`config.mk`:
```
export PLATFORM = sky130hd
export DESIGN_NAME = slilp_cell
export DESIGN_NICKNAME = d
export VERILOG_FILES = /design/src/hw/rtl/slilp_pkg.sv /design/src/hw/rtl/slilp_cell.sv
export SDC_FILE = /design/constraint.sdc
export NUM_CORES = 1
export LEC_CHECK = 0
export BUFFER_PORTS_ARGS = -buffer_cell sky130_fd_sc_hd__buf_2
export CORE_MARGIN = 8
export CORE_UTILIZATION = 41
export CTS_BUF_LIST = sky130_fd_sc_hd__clkbuf_16
export DETAILED_ROUTE_END_ITERATION = 8
export PLACE_DENSITY_LB_ADDON = 0.12
export SYNTH_ARGS = -nofsm -noshare
export SYNTH_HDL_FRONTEND = slang
export SYNTH_SLANG_ARGS = --single-unit
```
`constraint.sdc`:
```
create_clock -name clk -period 4.75 [get_ports clk]
set_input_delay 0.7125 -clock clk [delete_from_list [all_inputs] [get_ports clk]]
set_output_delay 0.7125 -clock clk [all_outputs]
set_load 0.01 [all_outputs]
```
`src/hw/rtl/slilp_pkg.sv`:
```
// Shared constants, codes and types for the sorted list block.
package slilp_pkg;

    localparam int DEPTH_DEF = 64;
    localparam int VALUE_W   = 64;
    localparam int OP_W      = 2;
    localparam int ST_W      = 2;
    localparam int COUNT_W   = 7;

    localparam logic [OP_W-1:0] OP_INSERT   = 2'd0;
    localparam logic [OP_W-1:0] OP_CONTAINS = 2'd1;
    localparam logic [OP_W-1:0] OP_POP      = 2'd2;
    localparam logic [OP_W-1:0] OP_CLEAR    = 2'd3;

    localparam logic [ST_W-1:0] ST_OK    = 2'd0;
    localparam logic [ST_W-1:0] ST_FULL  = 2'd1;
    localparam logic [ST_W-1:0] ST_EMPTY = 2'd2;

    typedef struct packed {
        logic                       insert_en;
        logic                       pop_en;
        logic signed [VALUE_W-1:0]  value;
    } cmd_t;

    typedef struct packed {
        logic occ;
        logic gt;
        logic eq;
    } cell_stat_t;

endpackage

```
`src/hw/rtl/slilp_cell.sv`:
```
// One storage cell of the sorted chain: holds a value, compares, shifts.
module slilp_cell #(
    parameter int INDEX = 0,
    parameter int CNT_W = 7
) (
    input  logic                                 clk,
    input  slilp_pkg::cmd_t                      cmd,
    input  logic [CNT_W-1:0]                     count_cur,
    input  logic signed [slilp_pkg::VALUE_W-1:0] left_entry,
    input  slilp_pkg::cell_stat_t                left_stat,
    input  logic signed [slilp_pkg::VALUE_W-1:0] right_entry,
    output logic signed [slilp_pkg::VALUE_W-1:0] entry,
    output slilp_pkg::cell_stat_t                stat
);

    logic signed [slilp_pkg::VALUE_W-1:0] entry_reg;
    logic signed [slilp_pkg::VALUE_W-1:0] entry_next;
    logic                                 occ;
    logic                                 take_new;

    assign occ      = count_cur > CNT_W'(INDEX);
    assign stat.occ = occ;
    assign stat.gt  = occ && (entry_reg > cmd.value);
    assign stat.eq  = occ && (entry_reg == cmd.value);
    assign entry    = entry_reg;

    // new value lands at the first greater entry, or at the first free slot
    assign take_new = !left_stat.gt && (stat.gt || (!occ && left_stat.occ));

    always_comb
    begin
        entry_next = entry_reg;
        priority if (cmd.insert_en)
        begin
            priority if (left_stat.gt)
                entry_next = left_entry;
            else if (take_new)
                entry_next = cmd.value;
            else
                entry_next = entry_reg;
        end
        else if (cmd.pop_en)
        begin
            entry_next = right_entry;
        end
        else
        begin
            entry_next = entry_reg;
        end
    end

    always_ff @(posedge clk)
    begin
        entry_reg <= entry_next;
    end

endmodule

```
# Word level (Yosys, flattened, before mapping)

Index checks and enable logic that the tools add are counted.

Bits in latches: 0
Flip-flop bits (word level): 64
RAM bits: 0
Bits of input ports: 205
Memories kept: 0
Word-level logic and storage cells: 18
Bits in read-only memories: 0

Bitwise operators: 0
Equal/unequal tests: 2
$mul: 0
Reduce and logical (&&, ||, !) cells: 9
$lt $le $gt $ge: 2
Div/mod/pow operators: 0
Muxes and demuxes: 4
Add/subtract/negate cells: 0
Shift-type cells: 0

Operator list:

| kind                                                | number |
|---|---|
| two-way mux 64 bit                                  | 4 |
| == test 64 bit                                      | 1 |
| > comparator 64 bit                                 | 1 |
| > comparator 7 x 1 -> 1 bit (second input constant) | 1 |
| logical AND 1 bit                                   | 4 |
| != test 3 x 1 -> 1 bit (second input constant)      | 1 |
| zero test 1 bit                                     | 2 |
| AND reduction 2 bit                                 | 1 |
| nonzero test 2 bit                                  | 1 |
| logical OR 1 bit                                    | 1 |

# Depth between registers and ports, before layout

Gate-level depths: netlist of the first run.

Depth in word-level cells: 8
Mapped depth: 9
Depth with buffers taken out: 9

# Worst setup path after synthesis of the first run

No wires, ideal clock.

Path kind: input to register
Start point: in cmd[63] (netlist name)
End point: reg entry_reg (netlist bit entry[0]) (enable)
Arrival time: 3.650 ns
Setup slack: 0.248 ns
Library setup time: 0.852 ns
Cell stages on the path: 9
Required time: 3.898 ns
Cell sequence: inv_1 -> ha_1 -> nand4_1 -> nor4_1 -> and4_1 -> o41a_1 -> a41o_1 -> or4_1 -> nand3_1

Longest elaborated chain between the ends: 6

RTL lines:

| what                                    | line             | RTL |
|---|---|---|
| start: declaration                      | slilp_cell.sv:7  | `input slilp_pkg::cmd_t cmd,` |
| > comparator 64 bit                     | slilp_cell.sv:23 | `assign stat.gt = occ && (entry_reg > cmd.value);` |
| logical AND 1 bit                       | slilp_cell.sv:23 |  |
| logical OR 1 bit                        | slilp_cell.sv:28 | `assign take_new = !left_stat.gt && (stat.gt \|\| (!occ && left_stat.occ));` |
| logical AND 1 bit                       | slilp_cell.sv:28 |  |
| != test 3 x 1 -> 1 bit (no source line) | --               |  |
| AND reduction 2 bit (no source line)    | --               |  |
| end signal: assignment                  | slilp_cell.sv:54 | `entry_reg <= entry_next;` |
| end: declaration                        | slilp_cell.sv:16 | `logic signed [slilp_pkg::VALUE_W-1:0] entry_reg;` |

No other way between the ends.
A chain may end at the register's enable or synchronous reset.

==> results_dict.tcl, run 1 <==
set metrics [dict create \
    status "complete, no violations" \
    die_h_um 125 \
    syn_area_mm2 0.00490 \
    cp.required_ns 4.04 \
    fmax_mhz 269 \
    path_class "input port to output pin" \
    syn_to_final_growth_pct 35.6 \
    cts_hold_buf 0 \
    ys_top_cells_by_area "edfxtp_1, ha_1, mux2i_1, a21oi_1, nor2_1" \
    core_mm2 0.0119 \
    crit_arrival_ns 3.00 \
    min_from "right_entry[53]" \
    postLayoutCoreUtil_pct 56.0 \
    antenna_found_initial 1 \
    synth.yosys.seq_area_share_pct 39.2 \
    clock_path_buffers 2 \
    synth_most_common_cell "a21oi_1" \
    synth_top_cell_by_area "edfxtp_1" \
    slew_headroom_pct 45.0 \
    end_kind "output pin" \
    synthSimpleGateAreaFrac_pct 10.9 \
    cts_tree "built" \
    whs_path_depth 3 \
    nets 1048 \
    synthAdderAreaFrac_pct 16.3 \
    drt_first_pass_iters 6 \
    die_w_um 125 \
    setup-violations-final 0 \
    vias 4707 \
    cts.sinks 64 \
    regToRegEndpoint "entry[61]" \
    ir_worst_vdd_v 0.000124 \
    synth_fp_nets 787 \
    drc_errors 0 \
    power.total_mw 1.89 \
    clk_pin_slew_worst_paths_ns 0.05 \
    fin_ws_ns 1.04 \
    critical_path.reg2reg.startpoint "entry[46]" \
    ys_warn_count 0 \
    post-place-ws_ns 0.807 \
    synth_seq_cells 64 \
    worstMarginPinSlew_ns 0.825 \
    muxShareOfSynthArea_pct 13.3 \
    finalMaxSlewViolations 0 \
    track_usage_pct 19.1 \
    synth_ff_type "edfxtp_1" \
    numPortBuffers 270 \
    power_leakage_nw 3.50 \
    synth-xor-area-share_pct 0 \
    async_flop_share_pct 0 \
    dieArea_mm2 0.0157 \
    postCtsSetupBuffers 0 \
    pwr_density_cell_mw_per_mm2 284 \
    wl_per_cell_um 16.5 \
    synth_edf_count 64 \
    min_to "entry[53]" \
    grt_pass1_wl_mm 24.2 \
    drt-total-wl_mm 15.3 \
    rows 40 \
    synth_cells 518 \
    drtIter0Drc 138 \
    finalHoldViolCount 0 \
    ys_top_cells_by_count "a21oi_1, nor2_1, inv_1" \
    syn_avg_cell_area_um2 9.46 \
    layout-drive-gt1-share_pct 36.2 \
    met1_usage_pct 19.3 \
    grtUsageMet2_pct 35.7 \
    htree_levels 3 \
    synth_compound_area_share_pct 13.4 \
    use_met3_pct 7.44 \
    period_share_pct 78.1 \
    start_kind "input port" \
    rsz0062_at_grt "false" \
    ff2ff_path_depth 9 \
    reg2reg_slack_ns 1.30 \
    drtAntennaViolNets 0 \
    crit_fanout 6 \
    ys_types 32 \
    grt_overflow 0 \
    setup_tns_ns 0 \
    place_congestion 0.811 \
    fin_skew_ns 0.00619 \
    synth_top_family_by_area "adder cells" \
    multiInputGateArea_mm2 0.00265 \
    dp_hpwl_mm 13.0 \
    start_util_pct 41.3 \
    largest_reg_flops 64 \
    fin_crit_ns 3.71 \
    grt_max_degree 91 \
    cts_buffers 9 \
    insertion_delay_ns 0.33 \
    seq_area_mm2 0.00192 \
    synth_top_area_share_pct 39.2 \
    post_cts_resized 0 \
    hold_class "input port to flip-flop" \
    viasPerCell 5.06 \
    io_pins 272 \
    drv_cap 0 \
    root_buffer "clkbuf_16" \
    grt-busiest-layer "met2" \
    fill_cells 1113 \
    grt_pass1_vias 5086 \
]
==> cells in the final DEF (no fill, tap or decap), drive strengths merged, types with 2 or more instances in the layout <==
master  synthesis  layout
nand3          11      11
a21oi          89      89
inv            66      68
edfxtp         64      64
buf             7     273
a21o           10      10
or4             2       2
clkinv          0       3
nor2           69      69
clkbuf         16       9
nor4            3       3
mux2i          65      65
a211oi          3       3
or3             2       2
nand2          11      11
nand4          15      15
nor3            2       2
ha             64      64
o21ai           5       5
o211ai          2       2
==> layer usage <==
metal / part of all wire (%) / vias up / routed length, um
met3: 8.3 / 15 / 1260
met5: 0 / - / 0
met2: 51 / 170 / 7810
met4: 1.2 / 0 / 189
met1: 39 / 2129 / 6040
li1: - / 2393 / -
==> stage by stage <==
step                      area (um^2)  hold slack [ns]  instances
after floorplan                  4900            0.938        518
after global placement           6400             1.03        915
after detailed placement         6400             1.03        915
after CTS                        6640            0.690        929
after global routing             6640            0.702        930
final                            6640            0.700        930
==> cells by family (layout without fill, tap and decap cells) <==
group | count (synthesis) | after routing
AOI/OAI and AO/OA | 117 | 117
adders and majority gates | 64 | 64
buffers and inverters | 89 | 353
DFF | 64 | 64
muxes | 65 | 65
other | 0 | 1
and+or+nand+nor | 119 | 119
==> power by group <==
group / switching (mW) / leakage [nW] / internal (mW) / total, mW
sequential: 0.0403 / 0.626 / 0.724 / 0.764
combinational: 0.311 / 2.75 / 0.251 / 0.563
clock: 0.225 / 0.126 / 0.337 / 0.562
total: 0.576 / 3.50 / 1.31 / 1.89
==> worst max-delay path: stages <==
cell and delay [ns]:
buf_2 0.10, inv_1 0.05, ha_1 0.34, nand4_1 0.16, nor4_1 0.55, and4_1 0.35, o41a_1 0.20, a41o_1 0.15
o21ai_0 0.09, a21oi_1 0.13, buf_2 0.16
==> final cells by class <==
class / count / area share, %
inverters: 66 / 3.73
clock inverters: 5 / 0.283
well taps: 147 / 2.77
repair buffers: 273 / 20.9
flip-flops and latches: 64 / 28.9
diodes: 1 / 0.0377
clock buffers: 9 / 3.39
multi-input cells: 365 / 39.9
==> how the worst max path moves through the flow <==
stage,startpoint,endpoint,slack [ns]
after floorplan,cmd[63],entry[0],0.25
after global placement,cmd[46],entry[2],0.86
after detailed placement,cmd[46],entry[15],0.81
after CTS,cmd[63],stat[1],0.92
after global routing,cmd[63],stat[1],0.74
final,cmd[63],stat[1],1.04
No activity file was read; power rests on OpenSTA's default activity.
==> run 2: changes to the inputs <==
- ABC_AREA: unset -> 1
- CORE_UTILIZATION: 41 -> 46
- clock period: 4.75 -> 3.5 ns (I/O delays scaled with it)
==> run 2 against run 1 <==
Effect of this change: final cell count increased by 13%; sequential power increased by 32%; combinational power increased by 32%; first-iteration DRC count increased by 92%; setup slack got worse by 0.31 ns; critical path depth increased by 3; synthesized cell count increased by 24%; worst hold slack got worse by 0.16 ns; clock power increased by 52%; critical path type is now flip-flop to output pin; critical endpoint unchanged; largest cell class unchanged.
==> results_dict.tcl, run 2 <==
set metrics [dict create \
    grt_max_degree 65 \
    start_kind "flip-flop" \
    start_util_pct 46.5 \
    fmax_mhz 360 \
    end_kind "output pin" \
    synth_seq_cells 64 \
    pwr_density_cell_mw_per_mm2 388 \
    max_stage_delay_ns 0.40 \
    rsz0062_at_grt "false" \
    stdcell_count 1048 \
    fin_crit_ns 2.78 \
    fin_skew_ns 0.00650 \
    fill_cells 998 \
    syn_area_mm2 0.00498 \
    io_pins 272 \
    drtIter0Drc 265 \
    rows 38 \
    antenna_found_initial 2 \
    grt_overflow 0 \
    dp_hpwl_mm 13.0 \
    setup_tns_ns 0 \
    post_cts_resized 0 \
    ys_top_cells_by_area "edfxtp_1, ha_1, nand2_1, a31oi_1, nor2_1" \
    drtAntennaViolNets 0 \
    cpMostUsedCell "inv_1" \
    period_share_pct 79.3 \
    worstMarginPinSlew_ns 0.691 \
    insertion_delay_ns 0.33 \
    postCtsSetupBuffers 0 \
    die_w_um 120 \
    slew_headroom_pct 53.9 \
    cts_buffers 9 \
    hold_class "input port to flip-flop" \
    async_flop_share_pct 0 \
    power_leakage_nw 3.56 \
    drt-total-wl_mm 16.3 \
    synth_cells 643 \
    crit_slowest_cell "edfxtp_1" \
    power.total_mw 2.61 \
    ir_worst_vdd_v 0.000189 \
    placed_cell_area_mm2 0.00645 \
    ys_types 27 \
    path_cells "ha_1 > nand2_1 > inv_1 > nand3_2 > nor3_2 > inv_1 > nor2_2 > inv_2 > nor2_2 > nand2_1 > nand3_1 > nand3_2 > inv_1 > buf_2" \
    die_h_um 120 \
    track_usage_pct 22.5 \
    htree_levels 3 \
    crit_fanout 4 \
    root_buffer "clkbuf_16" \
    synth_ff_type "edfxtp_1" \
    status "complete, no violations" \
    dieArea_mm2 0.0144 \
    synth_top_area_share_pct 38.6 \
    crit_arrival_ns 2.25 \
    ys_warn_count 0 \
    nets 1171 \
    cts.sinks 64 \
    cp.required_ns 2.97 \
    wl_per_cell_um 15.5 \
    layout-drive-gt1-share_pct 33.0 \
    layout_commonest_cell "buf_2" \
    largest_reg_flops 64 \
    viasPerCell 5.06 \
    drc_errors 0 \
    syn_avg_cell_area_um2 7.74 \
    drv_cap 0 \
    ys_top_cells_by_count "nand2_1, nor2_1, inv_1" \
    place_congestion 0.813 \
    clock_path_buffers 2 \
    syn_to_final_growth_pct 35.1 \
    numPortBuffers 270 \
    synth_top_cell_by_area "edfxtp_1" \
    synth_most_common_cell "nand2_1" \
    grt_pass1_wl_mm 26.2 \
    setup-violations-final 0 \
    final_cell_mix "buf_2, nand2_1, nor2_1" \
    finalMaxSlewViolations 0 \
    vias 5301 \
    cts_tree "built" \
    cts_hold_buf 0 \
    placedCellCount 1031 \
    fin_ws_ns 0.724 \
    drt_first_pass_iters 5 \
    path_class "flip-flop to output pin" \
    grt_pass1_vias 5618 \
    core_mm2 0.0107 \
    final_area_mm2 0.00673 \
    synth.yosys.seq_area_share_pct 38.6 \
    synth_edf_count 64 \
    finalHoldViolCount 0 \
    synth_fp_nets 912 \
    clk_pin_slew_worst_paths_ns 0.06 \
    post-place-ws_ns 0.540 \
]
[run 2: final cells by class]
class                      count  area, um^2  share of cell area, %
sequential                    64        1920                   28.6
timing repair buffer         277        1410                   20.9
tap                          140         175                   2.60
multi-input combinational    468        2640                   39.2
clock buffer                   9         225                   3.35
clock inverter                 7        53.8                  0.800
antenna                        1        2.50                 0.0372
inverter                      82         308                   4.58
[run 2: critical path, delay by kind of cell (launching register included)]
kind | cells | cell delay, ns
fa+ha+maj | 1 | 0.36
buf+inv | 5 | 0.38
simple gates | 8 | 0.77
flops | 1 | 0.40
[run 2: cells by family (layout without fill, tap and decap cells)]
kind of cell,count (synthesis),in the layout,synth area share (%)
buffers and inverters,111,375,8.64
DFF,64,64,38.6
and+or+nand+nor,295,295,23.7
AOI/OAI and AO/OA,109,109,12.9
adders and majority gates,64,64,16.1
other,0,1,0
[run 2: stage by stage]
stage                     hold WS [ns]  util, %
after global routing             0.535     62.9
after floorplan                  0.774        -
final                            0.536     62.9
after detailed placement         0.871     60.3
after global placement           0.862     60.3
after CTS                        0.522     62.9
[run 2: worst paths after layout]
check,startpoint,end,slack (ns),cells after the start
min,right_entry[6],entry[6],0.54,3
max,entry[63],stat[1],0.72,14
min reg2reg,entry[63],entry[62],1.29,5
max reg2reg,entry[63],entry[19],0.81,14
[run 2: metal layers]
metal | wire length [um] | up-vias | global-route usage [%]
li1 | - | 2669 | -
met4 | 550 | 2 | 10.9
met5 | 13 | - | 0
met1 | 6220 | 2381 | 23.6
met2 | 8130 | 215 | 40.4
met3 | 1340 | 34 | 6.76
[run 2: power breakdown]
| group | switching [mW] | internal (mW) | leakage (nW) | total [mW] |
|---|---|---|---|---|
| clock | 0.320 | 0.537 | 0.141 | 0.857 |
| combinational | 0.427 | 0.314 | 2.79 | 0.741 |
| sequential | 0.0489 | 0.965 | 0.636 | 1.01 |
| total | 0.796 | 1.82 | 3.56 | 2.61 |
==> run 3: changes to the inputs <==
- clock period: 3.5 -> 2.9 ns (I/O delays scaled with it)
==> run 3 against run 2 <==
Effect of this change: setup slack got worse by 0.48 ns; sequential power rose by 21%; clock-buffer cell count did not move; design area rose by 0.17%; die area did not move; global-route usage fell by 0.21 points; critical path type unchanged.
==> results_dict.tcl, run 3 (same netlist as run 2, synthesis figures left out) <==
set metrics [dict create \
    status "complete, no violations" \
    ir_worst_vdd_v 0.000250 \
    hold_class "input port to flip-flop" \
    numPortBuffers 270 \
    grt_pass1_vias 5588 \
    syn_to_final_growth_pct 35.3 \
    nets 1170 \
    rows 38 \
    cpMostUsedCell "nor2_1" \
    grt_pass1_wl_mm 26.1 \
    setup-violations-final 0 \
    die_w_um 120 \
    cp.required_ns 2.47 \
    drtAntennaViolNets 0 \
    crit_buf_inv 2 \
    regToRegEndpoint "entry[56]" \
    rsz0062_at_grt "false" \
    postCtsSetupBuffers 0 \
    htree_levels 3 \
    layout-drive-gt1-share_pct 33.0 \
    max_stage_delay_ns 0.41 \
    whs_path_depth 3 \
    period_share_pct 91.7 \
    post_cts_resized 0 \
    drt-total-wl_mm 16.1 \
    power_leakage_nw 3.57 \
    min_to "entry[40]" \
    drv_cap 0 \
    ff2ff_path_depth 12 \
    place_congestion 0.869 \
    viasPerCell 5.02 \
    path_class "flip-flop to output pin" \
    finalHoldViolCount 0 \
    path_cells "ha_1 > nand2_1 > nor2_1 > nand4_1 > nor2_1 > nand2_1 > nor3_1 > nor2_1 > nand3_2 > inv_1 > buf_2" \
    min_from "right_entry[40]" \
    clk_pin_slew_worst_paths_ns 0.05 \
    track_usage_pct 22.3 \
    cts_buffers 9 \
    worstMarginPinSlew_ns 0.694 \
    critical_path.reg2reg.startpoint "entry[55]" \
    final_area_mm2 0.00674 \
    drtIter0Drc 243 \
    wl_per_cell_um 15.4 \
    drt_first_pass_iters 5 \
    dp_hpwl_mm 13.0 \
    multiInputGateArea_mm2 0.00265 \
    vias 5249 \
    antenna_found_initial 2 \
    die_h_um 120 \
    core_mm2 0.0107 \
    io_pins 272 \
    grt_max_degree 107 \
    clock_path_buffers 2 \
    drc_errors 0 \
    largest_reg_flops 64 \
    critPathTopFamily "simple AND/OR/NAND/NOR gates" \
    cts_tree "built" \
    finalMaxSlewViolations 0 \
    seq_area_mm2 0.00192 \
    root_buffer "clkbuf_16" \
    fin_crit_ns 2.66 \
    final_cell_mix "buf_2, nand2_1, nor2_1" \
    num_antenna_cells 0 \
    post-place-ws_ns 0.237 \
    pwr_density_cell_mw_per_mm2 454 \
    end_kind "output pin" \
    fill_cells 1022 \
    layout_commonest_cell "buf_2" \
    start_kind "flip-flop" \
    crit_fanout 2 \
    slew_headroom_pct 53.8 \
    reg2reg_slack_ns 0.46 \
    fin_skew_ns 0.00526 \
    crit_slowest_cell "edfxtp_1" \
    start_util_pct 46.5 \
    placed_cell_area_mm2 0.00649 \
    cts_hold_buf 0 \
    grt_overflow 0 \
    fin_ws_ns 0.239 \
    crit_arrival_ns 2.23 \
    cts.sinks 64 \
    fmax_mhz 376 \
    dieArea_mm2 0.0144 \
    insertion_delay_ns 0.32 \
]
run 3: report_power, final:
group / internal (mW) / total (mW) / switching (mW)
combinational: 0.391 / 0.907 / 0.516
sequential: 1.16 / 1.22 / 0.0586
clock: 0.555 / 0.933 / 0.378
total: 2.11 / 3.06 / 0.952
run 3: final cells by class:
| class | count | area share [%] |
|---|---|---|
| Clock inverter | 6 | 0.334 |
| Multi-Input combinational cell | 468 | 39.3 |
| Tap cell | 140 | 2.60 |
| Timing Repair Buffer | 276 | 21.3 |
| Sequential cell | 64 | 28.5 |
| Inverter | 82 | 4.57 |
| Clock buffer | 9 | 3.34 |
run 3: worst max-delay path by stage:
stage	start	to	slack [ns]	cells past startpoint
CTS	entry[23]	stat[1]	0.22	11
global route	entry[23]	stat[1]	0.01	11
detailed placement	cmd[55]	entry[7]	0.24	14
floorplan	entry[63]	entry[0]	-0.21	13
global placement	cmd[63]	entry[7]	0.29	16
finish	entry[23]	stat[1]	0.24	11
run 3: routing by layer:
layer / GRT usage [%] / part of all wire [%]
met2: 40.2 / 51
met5: 0 / 0.14
met4: 5.46 / 1.4
met1: 23.8 / 38
met3: 8.88 / 9.6
run 3: worst register-to-register path: cells and delay by family (launching register included):
kind / cells / cell delay, ns
buf+inv: 2 / 0.32
flops: 1 / 0.38
simple gates: 8 / 0.89
compound gates: 1 / 0.22
fa+ha+maj: 1 / 0.31
run 3: stage by stage:
stage / setup TNS (ns) / total power, mW / utilization [%] / hold slack (ns) / instances
5_1_grt: 0 / 3.27 / 63.0 / 0.449 / 1045
4_1_cts: 0 / 3.10 / 63.0 / 0.439 / 1045
3_5_place_dp: 0 / 2.16 / 60.7 / 0.778 / 1030
6_report: 0 / 3.06 / 63.0 / 0.448 / 1045
2_1_floorplan: -13.39 / 1.74 / - / 0.684 / 643
3_3_place_gp: 0 / 2.12 / 60.7 / 0.771 / 1030
